<file path="src/rtl/iral_ram.sv">
// Generic simple dual-port RAM with one write port and one registered read port.
`timescale 1ns / 1ps
`default_nettype none

module iral_ram #(
    parameter int WIDTH = 32,
    parameter int DEPTH = 16,
    parameter int AW    = (DEPTH > 1) ? $clog2(DEPTH) : 1
) (
    input  wire logic             clk,
    input  wire logic             we,
    input  wire logic [AW-1:0]    waddr,
    input  wire logic [WIDTH-1:0] wdata,
    input  wire logic [AW-1:0]    raddr,
    output logic      [WIDTH-1:0] rdata
);

    logic [WIDTH-1:0] mem [DEPTH];

    always_ff @(posedge clk)
    begin
        if (we)
        begin
            mem[waddr] <= wdata;
        end
        rdata <= mem[raddr];
    end

endmodule

`default_nettype wire

</file>
<file path="config.mk">
export PLATFORM = sky130hd
export DESIGN_NAME = iral_ram
export DESIGN_NICKNAME = d
export VERILOG_FILES = /design/src/rtl/iral_ram.sv
export SDC_FILE = /design/constraint.sdc
export NUM_CORES = 1
export LEC_CHECK = 0
export ABC_AREA = 1
export CORE_MARGIN = 5
export CORE_UTILIZATION = 35
export CTS_CLUSTER_SIZE = 10
export DETAILED_ROUTE_END_ITERATION = 10
export DONT_BUFFER_PORTS = 1
export MAX_ROUTING_LAYER = met4
export PLACE_DENSITY = 0.59
export RECOVER_POWER = 50
export SETUP_SLACK_MARGIN = 0.3
export SYNTH_ARGS = -nofsm -noshare
export SYNTH_HDL_FRONTEND = slang
export SYNTH_SLANG_ARGS = --single-unit
export TNS_END_PERCENT = 1
</file>
<file path="constraint.sdc">
create_clock -name clk -period 3.3 [get_ports clk]
set_input_delay 0.33 -clock clk [delete_from_list [all_inputs] [get_ports clk]]
set_output_delay 0.33 -clock clk [all_outputs]
set_load 0.03 [all_outputs]
</file>
==> metrics.txt, run 1 <==
# TYPE chip_impl_metric gauge
chip_impl_info{name="run_status",value="finished with violations"} 1
chip_impl_info{name="failed_checks",value="max-capacitance violations, max-slew violations"} 1
chip_impl_info{name="r2r_end",value="rdata[26]$_DFF_P_"} 1
chip_impl_info{name="tritoncts",value="built"} 1
chip_impl_metric{name="total_cts_buffers",unit=""} 60
chip_impl_metric{name="finalHoldWorstSlack",unit="ps"} 30.7
chip_impl_info{name="crit_path_cell_chain",value="inv_6, buf_4, nand2_1, nand3_1, nand3_1, nand3_1, dlygate4sd3_1, nand2_1, dlygate4sd3_1"} 1
chip_impl_metric{name="finalWorstSetupSlack",unit="ps"} 796
chip_impl_metric{name="gp_routability_congestion",unit=""} 0.766
chip_impl_metric{name="synth.cell_area",unit="mm^2"} 0.0227
chip_impl_metric{name="synthDominantCellAreaShare",unit="%"} 67.6
chip_impl_metric{name="drt-wirelength-per-cell",unit="um"} 17.5
chip_impl_metric{name="core.rowCount",unit=""} 93
chip_impl_metric{name="totalNegativeSetupSlack",unit="ps"} 0
chip_impl_metric{name="share_of_the_clock_period_used_by_the_worst_path_after_layout",unit="%"} 75.9
chip_impl_metric{name="actual_slew_at_the_worst_max_slew_pin",unit="ps"} 1620
chip_impl_metric{name="antenna_found_initial",unit=""} 2
chip_impl_info{name="crit_path_end_kind",value="flip-flop"} 1
chip_impl_metric{name="worst_ir_drop_vdd",unit="V"} 0.000445
chip_impl_metric{name="dp_hpwl",unit="um"} 27300
chip_impl_metric{name="design.core.area",unit="mm^2"} 0.0643
chip_impl_info{name="synth_top_cell_by_area",value="sky130_fd_sc_hd__edfxtp_1"} 1
chip_impl_metric{name="total_of_flip_flops_plus_latches_after_synthesis",unit=""} 544
chip_impl_metric{name="io-pin-count",unit=""} 74
chip_impl_metric{name="chipWidth",unit="um"} 265
chip_impl_metric{name="drc_errors",unit=""} 0
chip_impl_metric{name="placement.io_buffers",unit=""} 0
chip_impl_metric{name="area_growth",unit="%"} 12.8
chip_impl_info{name="critical-path-top-cell-by-count",value="sky130_fd_sc_hd__nand3_1"} 1
chip_impl_metric{name="grt_first_pass_wirelength",unit="um"} 82700
chip_impl_metric{name="period_needed",unit="ps"} 2500
chip_impl_metric{name="rrSetupSlack",unit="ps"} 1310
chip_impl_metric{name="ys_types",unit=""} 15
chip_impl_metric{name="timing.max_cap.violations",unit=""} 1
chip_impl_metric{name="finalSetupViolCount",unit=""} 0
chip_impl_metric{name="syn_nets",unit=""} 2162
chip_impl_info{name="crit_end",value="rdata[26]$_DFF_P_"} 1
chip_impl_metric{name="grt_max_degree",unit=""} 258
chip_impl_metric{name="finish.net_count",unit=""} 2185
chip_impl_metric{name="first_global_vias",unit=""} 13900
chip_impl_metric{name="timing.max_slew.rel_slack",unit="%"} -8.30
chip_impl_info{name="synthTopCellsByArea",value="sky130_fd_sc_hd__edfxtp_1 68%, sky130_fd_sc_hd__nand2_1 11%, sky130_fd_sc_hd__nand3_1 8.5%"} 1
chip_impl_info{name="path_class",value="in2reg"} 1
chip_impl_metric{name="report.final.slew_viol_count",unit=""} 21
chip_impl_metric{name="detail_route.wirelength",unit="um"} 53500
chip_impl_metric{name="drive_gt1_share",unit="%"} 5.16
chip_impl_metric{name="initial_utilization",unit="%"} 35.3
chip_impl_info{name="min_path_type",value="in2reg"} 1
chip_impl_metric{name="viasPerCell",unit=""} 4.64
chip_impl_metric{name="stage_delay_of_the_slowest_cell_on_the_critical_path",unit="ps"} 560
chip_impl_metric{name="seq_area_frac_synth",unit="%"} 70.5
chip_impl_metric{name="cts-root-to-sink-buffers",unit=""} 3
chip_impl_info{name="critPathLaunch",value="raddr[0]"} 1
chip_impl_metric{name="vias",unit=""} 14100
chip_impl_metric{name="postSynthCellCount",unit=""} 2120
chip_impl_info{name="slowest_stage_cell_cp",value="sky130_fd_sc_hd__dlygate4sd3_1"} 1
chip_impl_metric{name="reg2regPathDepth",unit=""} 8
chip_impl_metric{name="finClkSkew",unit="ps"} 13.6
chip_impl_metric{name="worst-path-max-fanout",unit=""} 257
chip_impl_metric{name="synthesis.area_per_instance",unit="um^2"} 10.7
chip_impl_metric{name="clk_pin_slew",unit="ps"} 60
chip_impl_metric{name="cts.sinks",unit=""} 544
chip_impl_metric{name="f_max",unit="MHz"} 399
chip_impl_metric{name="hold_violations",unit=""} 0
chip_impl_metric{name="htree_levels",unit=""} 2
chip_impl_metric{name="filler_cell_count",unit=""} 5995
chip_impl_metric{name="grtUsageTotal",unit="%"} 15.4
chip_impl_metric{name="clock_latency",unit="ps"} 610
chip_impl_metric{name="cp.arrival",unit="ps"} 2990
chip_impl_info{name="crit-reg2reg-launch",value="mem[12][26]$_DFFE_PP_"} 1
chip_impl_metric{name="synthesis.yosys.warnings",unit=""} 0
chip_impl_metric{name="drtPass1Iterations",unit=""} 5
chip_impl_metric{name="power.density",unit="mW/mm^2"} 569
chip_impl_metric{name="die_y",unit="um"} 265
chip_impl_metric{name="post-place-ws",unit="ps"} 1110
chip_impl_metric{name="p_leak",unit="nW"} 10.6
chip_impl_metric{name="fp.dieArea",unit="mm^2"} 0.0701
chip_impl_metric{name="drt_iter0_drc",unit=""} 1250
chip_impl_info{name="cell_at_the_root_of_the_clock_tree",value="sky130_fd_sc_hd__clkbuf_16"} 1
chip_impl_metric{name="final_antenna_net_count",unit=""} 0
chip_impl_info{name="setup_repair_after_global_routing_missed_its_margin",value="false"} 1
chip_impl_info{name="timing.critical_path.from_type",value="input port"} 1
chip_impl_metric{name="worstPathRequired",unit="ps"} 3790
chip_impl_metric{name="grt-ovfl-total",unit=""} 0
chip_impl_metric{name="total_power",unit="mW"} 14.6
## synth_stat cells
cell type,count
sky130_fd_sc_hd__nand2_1,677
sky130_fd_sc_hd__edfxtp_1,512
sky130_fd_sc_hd__inv_1,388
sky130_fd_sc_hd__nand3_1,385
sky130_fd_sc_hd__buf_2,41
sky130_fd_sc_hd__dfxtp_1,32
sky130_fd_sc_hd__buf_6,29
sky130_fd_sc_hd__nor2_1,17
sky130_fd_sc_hd__buf_1,14
sky130_fd_sc_hd__clkbuf_1,14
sky130_fd_sc_hd__buf_4,6
sky130_fd_sc_hd__nand3b_1,2
sky130_fd_sc_hd__buf_12,1
sky130_fd_sc_hd__inv_2,1
sky130_fd_sc_hd__inv_4,1
## worst max-delay path, delay by kind of cell
family,cells,cell delay (ps)
buffers and inverters,4,2050
and+or+nand+nor,5,400
## power by group
group	internal (mW)	total, mW	switching, mW
clock	3.46	5.99	2.53
combinational	0.228	0.737	0.509
sequential	7.73	7.87	0.145
total	11.4	14.6	3.19
## metrics by stage
step | std cells | cell area, um^2 | utilization, %
after floorplan | 2120 | 22700 | -
final | 3049 | 25600 | 39.8
after global placement | 2897 | 23500 | 36.5
after CTS | 3047 | 25600 | 39.9
after global routing | 3049 | 25600 | 39.8
after detailed placement | 2897 | 23500 | 36.5
## cell usage in the layout (no fill, tap or decap), types with 3 or more instances in the layout
cell type	count
sky130_fd_sc_hd__inv_6	3
sky130_fd_sc_hd__edfxtp_1	512
sky130_fd_sc_hd__nand3_1	385
sky130_fd_sc_hd__dlygate4sd3_1	36
sky130_fd_sc_hd__buf_12	8
sky130_fd_sc_hd__nor2_4	16
sky130_fd_sc_hd__clkbuf_16	61
sky130_fd_sc_hd__nand2_1	677
sky130_fd_sc_hd__buf_4	20
sky130_fd_sc_hd__inv_1	386
sky130_fd_sc_hd__dfxtp_1	32
sky130_fd_sc_hd__clkbuf_1	48
## cell families (layout without fill, tap and decap cells)
| kind of cell | after synthesis | count (layout) | synth area share, % |
|---|---|---|---|
| other | 0 | 2 | 0 |
| and+or+nand+nor | 1081 | 1081 | 20.0 |
| DFF | 544 | 544 | 70.5 |
| buffers and inverters | 495 | 567 | 9.54 |
## sequential cells by signal, indices dropped and copies added (netlist names)
| signal | cells |
|---|---|
| mem | 512 |
| rdata | 32 |
## area by class of cell
class | count | area (um^2) | share of cell area [%]
well taps | 855 | 1070 | 4.17
flip-flops and latches | 544 | 16000 | 62.5
clock buffers | 108 | 1710 | 6.68
clock inverters | 3 | 22.5 | 0.0878
repair buffers | 66 | 678 | 2.64
inverters | 390 | 1470 | 5.74
diodes | 2 | 5.00 | 0.0195
multi-input cells | 1081 | 4670 | 18.2
## per-layer routing
metal | global-route usage, % | share of wire, % | vias up | routed length (um)
met1 | 20.4 | 45 | 6776 | 23800
met2 | 24.7 | 47 | 391 | 25300
met4 | 4.21 | 2.4 | 0 | 1290
li1 | - | - | 6889 | -
met5 | - | 0 | - | 0
met3 | 2.88 | 5.7 | 90 | 3050
## what timing repair did
action	in CTS	in global routing
buffers inserted	0	0
endpoints found under the hold margin	544	0
resized for setup	0	0
hold buffers	39	0
## worst min path at each step
stage	startpoint	to	slack [ps]	cells after the start
5_1_grt	raddr[2]	rdata[1]$_DFF_P_	20	3
4_1_cts	raddr[1]	rdata[30]$_DFF_P_	0.4	4
2_1_floorplan	wdata[0]	mem[0][0]$_DFFE_PP_	430	0
6_report	raddr[2]	rdata[2]$_DFF_P_	30	3
3_3_place_gp	wdata[17]	mem[13][17]$_DFFE_PP_	430	0
3_5_place_dp	wdata[20]	mem[12][20]$_DFFE_PP_	430	0
Note: power is estimated with default switching activity, not from simulation.
==> inputs of run 2 (changes only) <==
--- a/config.mk
+++ b/config.mk
@@ -12,7 +12,7 @@
 export DETAILED_ROUTE_END_ITERATION = 10
 export DONT_BUFFER_PORTS = 1
 export MAX_ROUTING_LAYER = met4
-export PLACE_DENSITY = 0.59
+export PLACE_DENSITY = 0.61
 export RECOVER_POWER = 50
 export SETUP_SLACK_MARGIN = 0.3
 export SYNTH_ARGS = -nofsm -noshare
==> constraint.sdc (replaced) <==
create_clock -name clk -period 2.2 [get_ports clk]
set_input_delay 0.22 -clock clk [delete_from_list [all_inputs] [get_ports clk]]
set_output_delay 0.22 -clock clk [all_outputs]
set_load 0.03 [all_outputs]
==> metrics.txt, run 2 (synthesis results as in run 1) <==
# TYPE chip_impl_metric gauge
chip_impl_metric{name="post-route-util",unit="%"} 40.4
chip_impl_metric{name="fp.dieArea",unit="mm^2"} 0.0701
chip_impl_info{name="run_status",value="finished with violations"} 1
chip_impl_metric{name="total_cts_buffers",unit=""} 60
chip_impl_metric{name="timing.max_slew.rel_slack",unit="%"} -13.2
chip_impl_metric{name="fin_cells",unit=""} 3079
chip_impl_metric{name="grtUsageTotal",unit="%"} 16.2
chip_impl_info{name="min_path_type",value="in2reg"} 1
chip_impl_metric{name="actual_slew_at_the_worst_max_slew_pin",unit="ps"} 1700
chip_impl_metric{name="drt-wirelength-per-cell",unit="um"} 18.3
chip_impl_info{name="largest_register",value="mem"} 1
chip_impl_metric{name="largest_register_ff_count",unit=""} 512
chip_impl_metric{name="design.core.area",unit="mm^2"} 0.0643
chip_impl_metric{name="number_of_placed_instances_with_taps_included",unit=""} 2910
chip_impl_metric{name="post-place-ws",unit="ps"} 565
chip_impl_metric{name="cts.repair.resized",unit=""} 0
chip_impl_metric{name="finalSetupViolCount",unit=""} 0
chip_impl_metric{name="finalHoldWorstSlack",unit="ps"} -14.1
chip_impl_metric{name="share_of_the_clock_period_used_by_the_worst_path_after_layout",unit="%"} 76.8
chip_impl_info{name="crit-reg2reg-launch",value="mem[15][7]$_DFFE_PP_"} 1
chip_impl_metric{name="initial_utilization",unit="%"} 35.3
chip_impl_metric{name="die_y",unit="um"} 265
chip_impl_metric{name="placed_cell_area",unit="mm^2"} 0.0237
chip_impl_metric{name="dp_hpwl",unit="um"} 29300
chip_impl_metric{name="drc_errors",unit=""} 0
chip_impl_metric{name="worst-path-max-fanout",unit=""} 18
chip_impl_info{name="cell_at_the_root_of_the_clock_tree",value="sky130_fd_sc_hd__clkbuf_16"} 1
chip_impl_metric{name="reg2regPathDepth",unit=""} 7
chip_impl_metric{name="finish.net_count",unit=""} 2220
chip_impl_metric{name="drtPass1Iterations",unit=""} 5
chip_impl_info{name="setup_repair_after_global_routing_missed_its_margin",value="false"} 1
chip_impl_metric{name="finClkSkew",unit="ps"} 24.5
chip_impl_metric{name="hold_depth",unit=""} 5
chip_impl_metric{name="power.density",unit="mW/mm^2"} 847
chip_impl_metric{name="worst_ir_drop_vdd",unit="V"} 0.000613
chip_impl_metric{name="placement.io_buffers",unit=""} 0
chip_impl_info{name="r2r_end",value="rdata[7]$_DFF_P_"} 1
chip_impl_metric{name="chipWidth",unit="um"} 265
chip_impl_metric{name="io-pin-count",unit=""} 74
chip_impl_metric{name="report.final.slew_viol_count",unit=""} 38
chip_impl_metric{name="drt_iter0_drc",unit=""} 1289
chip_impl_metric{name="p_leak",unit="nW"} 10.7
chip_impl_metric{name="finalWorstSetupSlack",unit="ps"} 511
chip_impl_metric{name="drive_gt1_share",unit="%"} 4.86
chip_impl_metric{name="final_antenna_net_count",unit=""} 0
chip_impl_metric{name="post-route-cell-area",unit="mm^2"} 0.0260
chip_impl_metric{name="period_needed",unit="ps"} 1690
chip_impl_info{name="tritoncts",value="built"} 1
chip_impl_info{name="timing.critical_path.from_type",value="input port"} 1
chip_impl_metric{name="worstPathRequired",unit="ps"} 2400
chip_impl_metric{name="core.rowCount",unit=""} 93
chip_impl_metric{name="cts-root-to-sink-buffers",unit=""} 3
chip_impl_info{name="layout_commonest_cell",value="sky130_fd_sc_hd__nand2_1"} 1
chip_impl_metric{name="cts.sinks",unit=""} 544
chip_impl_metric{name="area_growth",unit="%"} 14.4
chip_impl_info{name="hold-path-endpoint",value="rdata[12]$_DFF_P_"} 1
chip_impl_metric{name="f_max",unit="MHz"} 592
chip_impl_metric{name="grt_max_degree",unit=""} 254
chip_impl_metric{name="total_power",unit="mW"} 22.0
chip_impl_metric{name="clk_pin_slew",unit="ps"} 50
chip_impl_metric{name="grt-ovfl-total",unit=""} 0
chip_impl_metric{name="htree_levels",unit=""} 2
chip_impl_metric{name="grt_first_pass_wirelength",unit="um"} 85700
chip_impl_metric{name="detail_route.wirelength",unit="um"} 56400
chip_impl_metric{name="post-cts-setup-buffers",unit=""} 0
chip_impl_info{name="crit_path_end_kind",value="flip-flop"} 1
chip_impl_info{name="failed_checks",value="negative hold slack, max-capacitance violations, max-slew violations"} 1
chip_impl_info{name="hp-start",value="raddr[0]"} 1
chip_impl_metric{name="clock_latency",unit="ps"} 630
chip_impl_info{name="top_regs",value="mem x512, rdata x32"} 1
chip_impl_info{name="path_class",value="in2reg"} 1
chip_impl_metric{name="vias",unit=""} 14600
chip_impl_metric{name="rrSetupSlack",unit="ps"} 710
chip_impl_metric{name="cp.arrival",unit="ps"} 1890
chip_impl_metric{name="first_global_vias",unit=""} 14200
chip_impl_metric{name="totalNegativeSetupSlack",unit="ps"} 0
chip_impl_metric{name="timing.max_cap.violations",unit=""} 2
chip_impl_info{name="final_cell_mix",value="677 x sky130_fd_sc_hd__nand2_1, 512 x sky130_fd_sc_hd__edfxtp_1, 386 x sky130_fd_sc_hd__inv_1"} 1
chip_impl_metric{name="hold_violations",unit=""} 2
chip_impl_metric{name="gp_routability_congestion",unit=""} 0.767
chip_impl_metric{name="antenna_found_initial",unit=""} 2
chip_impl_metric{name="viasPerCell",unit=""} 4.76
run 2: per-layer routing:
metal  share of wire, %  up-vias  global-route usage, %
met5                  0        -                      -
met4                2.8        0                   5.29
met3                7.3      114                   3.89
met2                 49      441                   27.0
met1                 41     7135                   19.6
li1                   -     6955                      -
run 2: how the worst max path moves through the flow:
| stage | startpoint | endpoint | slack [ps] | cells after the start |
|---|---|---|---|---|
| after global placement | we | mem[15][15]$_DFFE_PP_ | 590 | 3 |
| final | waddr[2] | mem[3][24]$_DFFE_PP_ | 510 | 4 |
| after floorplan | waddr[2] | mem[10][0]$_DFFE_PP_ | -10 | 2 |
| after detailed placement | we | mem[15][15]$_DFFE_PP_ | 560 | 3 |
| after global routing | waddr[2] | mem[2][24]$_DFFE_PP_ | 490 | 4 |
| after CTS | mem[11][22]$_DFFE_PP_ | rdata[22]$_DFF_P_ | 330 | 8 |
run 2: worst max-delay path, stage by stage:
cell and delay [ps]:
sky130_fd_sc_hd__nor2_1 80, sky130_fd_sc_hd__nand2_1 200, sky130_fd_sc_hd__nor2_4 140, sky130_fd_sc_hd__clkbuf_1 1230
run 2: final cells by class:
cell class	count	area (um^2)
Sequential cell	544	16000
Tap cell	855	1070
Fill cell	6055	38400
Multi-Input combinational cell	1081	4630
Inverter	390	1470
Clock inverter	2	46.3
Clock buffer	104	1690
Timing Repair Buffer	101	1070
Antenna cell	2	5.00
run 2: where the power goes:
group          switching, mW  internal, mW  total, mW
registers              0.226          11.6       11.8
clock network           3.85          5.15       8.99
logic                  0.820         0.385       1.21
total                   4.89          17.1       22.0
run 2: timing repair:
item / 4_1_cts / 5_1_grt
endpoints found under the setup margin: 0 / 1
hold buffers: 61 / 1
endpoints found under the hold margin: 544 / 1
==> inputs of run 3 (changes only) <==
--- a/config.mk
+++ b/config.mk
@@ -12,7 +12,7 @@
 export DETAILED_ROUTE_END_ITERATION = 10
 export DONT_BUFFER_PORTS = 1
 export MAX_ROUTING_LAYER = met4
-export PLACE_DENSITY = 0.61
+export PLACE_DENSITY = 0.59
 export RECOVER_POWER = 50
 export SETUP_SLACK_MARGIN = 0.3
 export SYNTH_ARGS = -nofsm -noshare
==> constraint.sdc (replaced) <==
create_clock -name clk -period 1.7 [get_ports clk]
set_input_delay 0.17 -clock clk [delete_from_list [all_inputs] [get_ports clk]]
set_output_delay 0.17 -clock clk [all_outputs]
set_load 0.03 [all_outputs]
==> metrics.txt, run 3 (synthesis results as in run 1) <==
# TYPE chip_impl_metric gauge
chip_impl_info{name="run_status",value="finished with violations"} 1
chip_impl_info{name="failed_checks",value="negative hold slack"} 1
chip_impl_metric{name="drt_iter0_drc",unit=""} 1160
chip_impl_metric{name="finClkSkew",unit="ps"} 17.0
chip_impl_info{name="min_path_type",value="in2reg"} 1
chip_impl_info{name="timing.critical_path.from_type",value="input port"} 1
chip_impl_metric{name="finalSetupViolCount",unit=""} 0
chip_impl_info{name="crit_path_end_kind",value="flip-flop"} 1
chip_impl_info{name="slowest_stage_cell_cp",value="sky130_fd_sc_hd__clkbuf_2"} 1
chip_impl_metric{name="chipWidth",unit="um"} 265
chip_impl_metric{name="clockPowerShare",unit="%"} 41.8
chip_impl_metric{name="post-route-util",unit="%"} 39.9
chip_impl_metric{name="total_switching_power",unit="mW"} 6.30
chip_impl_metric{name="first_global_vias",unit=""} 14200
chip_impl_metric{name="area_growth",unit="%"} 12.9
chip_impl_metric{name="hold_violations",unit=""} 32
chip_impl_metric{name="die_y",unit="um"} 265
chip_impl_metric{name="rrSetupSlack",unit="ps"} 630
chip_impl_info{name="path_class",value="in2reg"} 1
chip_impl_metric{name="dp_hpwl",unit="um"} 29600
chip_impl_metric{name="drive_gt1_share",unit="%"} 4.93
chip_impl_info{name="final_cell_mix",value="677 x sky130_fd_sc_hd__nand2_1, 512 x sky130_fd_sc_hd__edfxtp_1, 386 x sky130_fd_sc_hd__inv_1"} 1
chip_impl_metric{name="grt_first_pass_wirelength",unit="um"} 85200
chip_impl_metric{name="vias",unit=""} 14400
chip_impl_metric{name="drt-wirelength-per-cell",unit="um"} 17.9
chip_impl_metric{name="detail_route.wirelength",unit="um"} 54700
chip_impl_metric{name="design.core.area",unit="mm^2"} 0.0643
chip_impl_metric{name="largest_register_ff_count",unit=""} 512
chip_impl_metric{name="report.final.slew_viol_count",unit=""} 0
chip_impl_metric{name="cellInternalPower",unit="mW"} 22.4
chip_impl_metric{name="clk_pin_slew",unit="ps"} 50
chip_impl_metric{name="p_leak",unit="nW"} 10.7
chip_impl_metric{name="power.share.sequential",unit="%"} 53.4
chip_impl_metric{name="antenna_found_initial",unit=""} 1
chip_impl_metric{name="timing.max_slew.rel_slack",unit="%"} 10.2
chip_impl_metric{name="stage_delay_of_the_slowest_cell_on_the_critical_path",unit="ps"} 990
chip_impl_metric{name="htree_levels",unit=""} 2
chip_impl_metric{name="grt_max_degree",unit=""} 258
chip_impl_metric{name="final_antenna_net_count",unit=""} 0
chip_impl_info{name="layout_commonest_cell",value="sky130_fd_sc_hd__nand2_1"} 1
chip_impl_metric{name="share_of_the_clock_period_used_by_the_worst_path_after_layout",unit="%"} 84.2
chip_impl_metric{name="io-pin-count",unit=""} 74
chip_impl_metric{name="gp_routability_congestion",unit=""} 0.771
chip_impl_metric{name="switching_share",unit="%"} 22.0
chip_impl_info{name="crit_path_cell_chain",value="nand3b_1, clkbuf_1, nor2_4, clkbuf_2"} 1
chip_impl_metric{name="period_needed",unit="ps"} 1430
chip_impl_info{name="tritoncts",value="built"} 1
chip_impl_metric{name="drtPass1Iterations",unit=""} 6
chip_impl_metric{name="clock_latency",unit="ps"} 620
chip_impl_metric{name="worstPathRequired",unit="ps"} 1910
chip_impl_metric{name="worst_ir_drop_vdd",unit="V"} 0.000754
chip_impl_metric{name="power.share.combinational",unit="%"} 4.8
chip_impl_metric{name="viasPerCell",unit=""} 4.70
chip_impl_metric{name="fp.dieArea",unit="mm^2"} 0.0701
chip_impl_info{name="largest_register",value="mem"} 1
chip_impl_metric{name="cts.sinks",unit=""} 544
chip_impl_metric{name="finalWorstSetupSlack",unit="ps"} 269
chip_impl_metric{name="drc_errors",unit=""} 0
chip_impl_metric{name="finalHoldWorstSlack",unit="ps"} -213
chip_impl_metric{name="cts-root-to-sink-buffers",unit=""} 3
chip_impl_metric{name="f_max",unit="MHz"} 699
chip_impl_metric{name="timing.max_cap.violations",unit=""} 0
chip_impl_metric{name="cp.arrival",unit="ps"} 1650
chip_impl_metric{name="holdBufCountCts",unit=""} 34
chip_impl_info{name="cell_at_the_root_of_the_clock_tree",value="sky130_fd_sc_hd__clkbuf_16"} 1
chip_impl_info{name="top_regs",value="mem x512, rdata x32"} 1
chip_impl_metric{name="worst-path-max-fanout",unit=""} 32
chip_impl_metric{name="placement.io_buffers",unit=""} 0
chip_impl_metric{name="finish.net_count",unit=""} 2200
chip_impl_metric{name="total_cts_buffers",unit=""} 61
chip_impl_metric{name="power.density",unit="mW/mm^2"} 1120
chip_impl_metric{name="post-place-ws",unit="ps"} 261
chip_impl_metric{name="grt-ovfl-total",unit=""} 0
chip_impl_metric{name="grtUsageTotal",unit="%"} 15.9
chip_impl_metric{name="actual_slew_at_the_worst_max_slew_pin",unit="ps"} 1350
chip_impl_metric{name="core.rowCount",unit=""} 93
chip_impl_metric{name="initial_utilization",unit="%"} 35.3
chip_impl_info{name="setup_repair_after_global_routing_missed_its_margin",value="true"} 1
-- run 3: cell types whose count changed in the layout (fill, tap and decap cells not counted), sizes merged --
cell and change:
diode -1, buf -12, clkbuf +23, inv +2
dlygate4sd3 -26
-- run 3: worst paths after layout --
kind / from / endpoint / cells past startpoint
worst max register to register: mem[9][28]$_DFFE_PP_ / rdata[28]$_DFF_P_ / 6
worst min-delay path: raddr[2] / rdata[6]$_DFF_P_ / 3
worst min register to register: mem[10][27]$_DFFE_PP_ / rdata[27]$_DFF_P_ / 6
worst max-delay path: waddr[3] / mem[6][26]$_DFFE_PP_ / 4
-- run 3: power by group through the flow --
stage          registers, mW  clock network, mW  logic (mW)
2_1_floorplan           15.5                  0        1.03
3_3_place_gp            15.6                  0        1.18
3_5_place_dp            15.6                  0        1.20
4_1_cts                 15.3               12.3        1.46
5_1_grt                 15.3               12.9        1.58
6_report                15.3               12.0        1.39
-- run 3: repair_timing --
item,CTS,global route
hold endpoints to repair,544,32
gates resized for setup,1,0
pin swaps,0,0
setup buffers,0,0
setup endpoints to repair,7,6
-- run 3: area by class of cell --
type                    count  area, um^2
fillers                  6088       38700
flip-flops and latches    544       16000
multi-input cells        1081        4570
clock buffers             110        1760
inverters                 390        1470
well taps                 855        1070
repair buffers             80         729
clock inverters             4        45.0
diodes                      1        2.50
-- run 3: per-stage QoR --
step                setup TNS, ps  cell area [um^2]  power (mW)  instances
floorplan                    -789             22800        16.6       2120
global placement                0             23900        16.8       2917
detailed placement              0             23900        16.8       2917
CTS                             0             26100        29.0       3065
global route                    0             25700        29.8       3065
finish                          0             25700        28.7       3065
-- run 3: metal layers --
layer / share of wire [%] / track usage (%) / wire length [um] / up-vias
li1: - / - / - / 6920
met1: 43 / 20.5 / 23300 / 6986
met2: 48 / 25.7 / 26400 / 406
met3: 6.3 / 3.17 / 3440 / 98
met4: 2.8 / 5.09 / 1550 / 0
met5: 0 / - / 0 / -
-- run 3: worst max-delay path, delay by kind of cell --
| family | cells | cell delay, ps |
|---|---|---|
| buffers and inverters | 2 | 1190 |
| and+or+nand+nor | 2 | 240 |
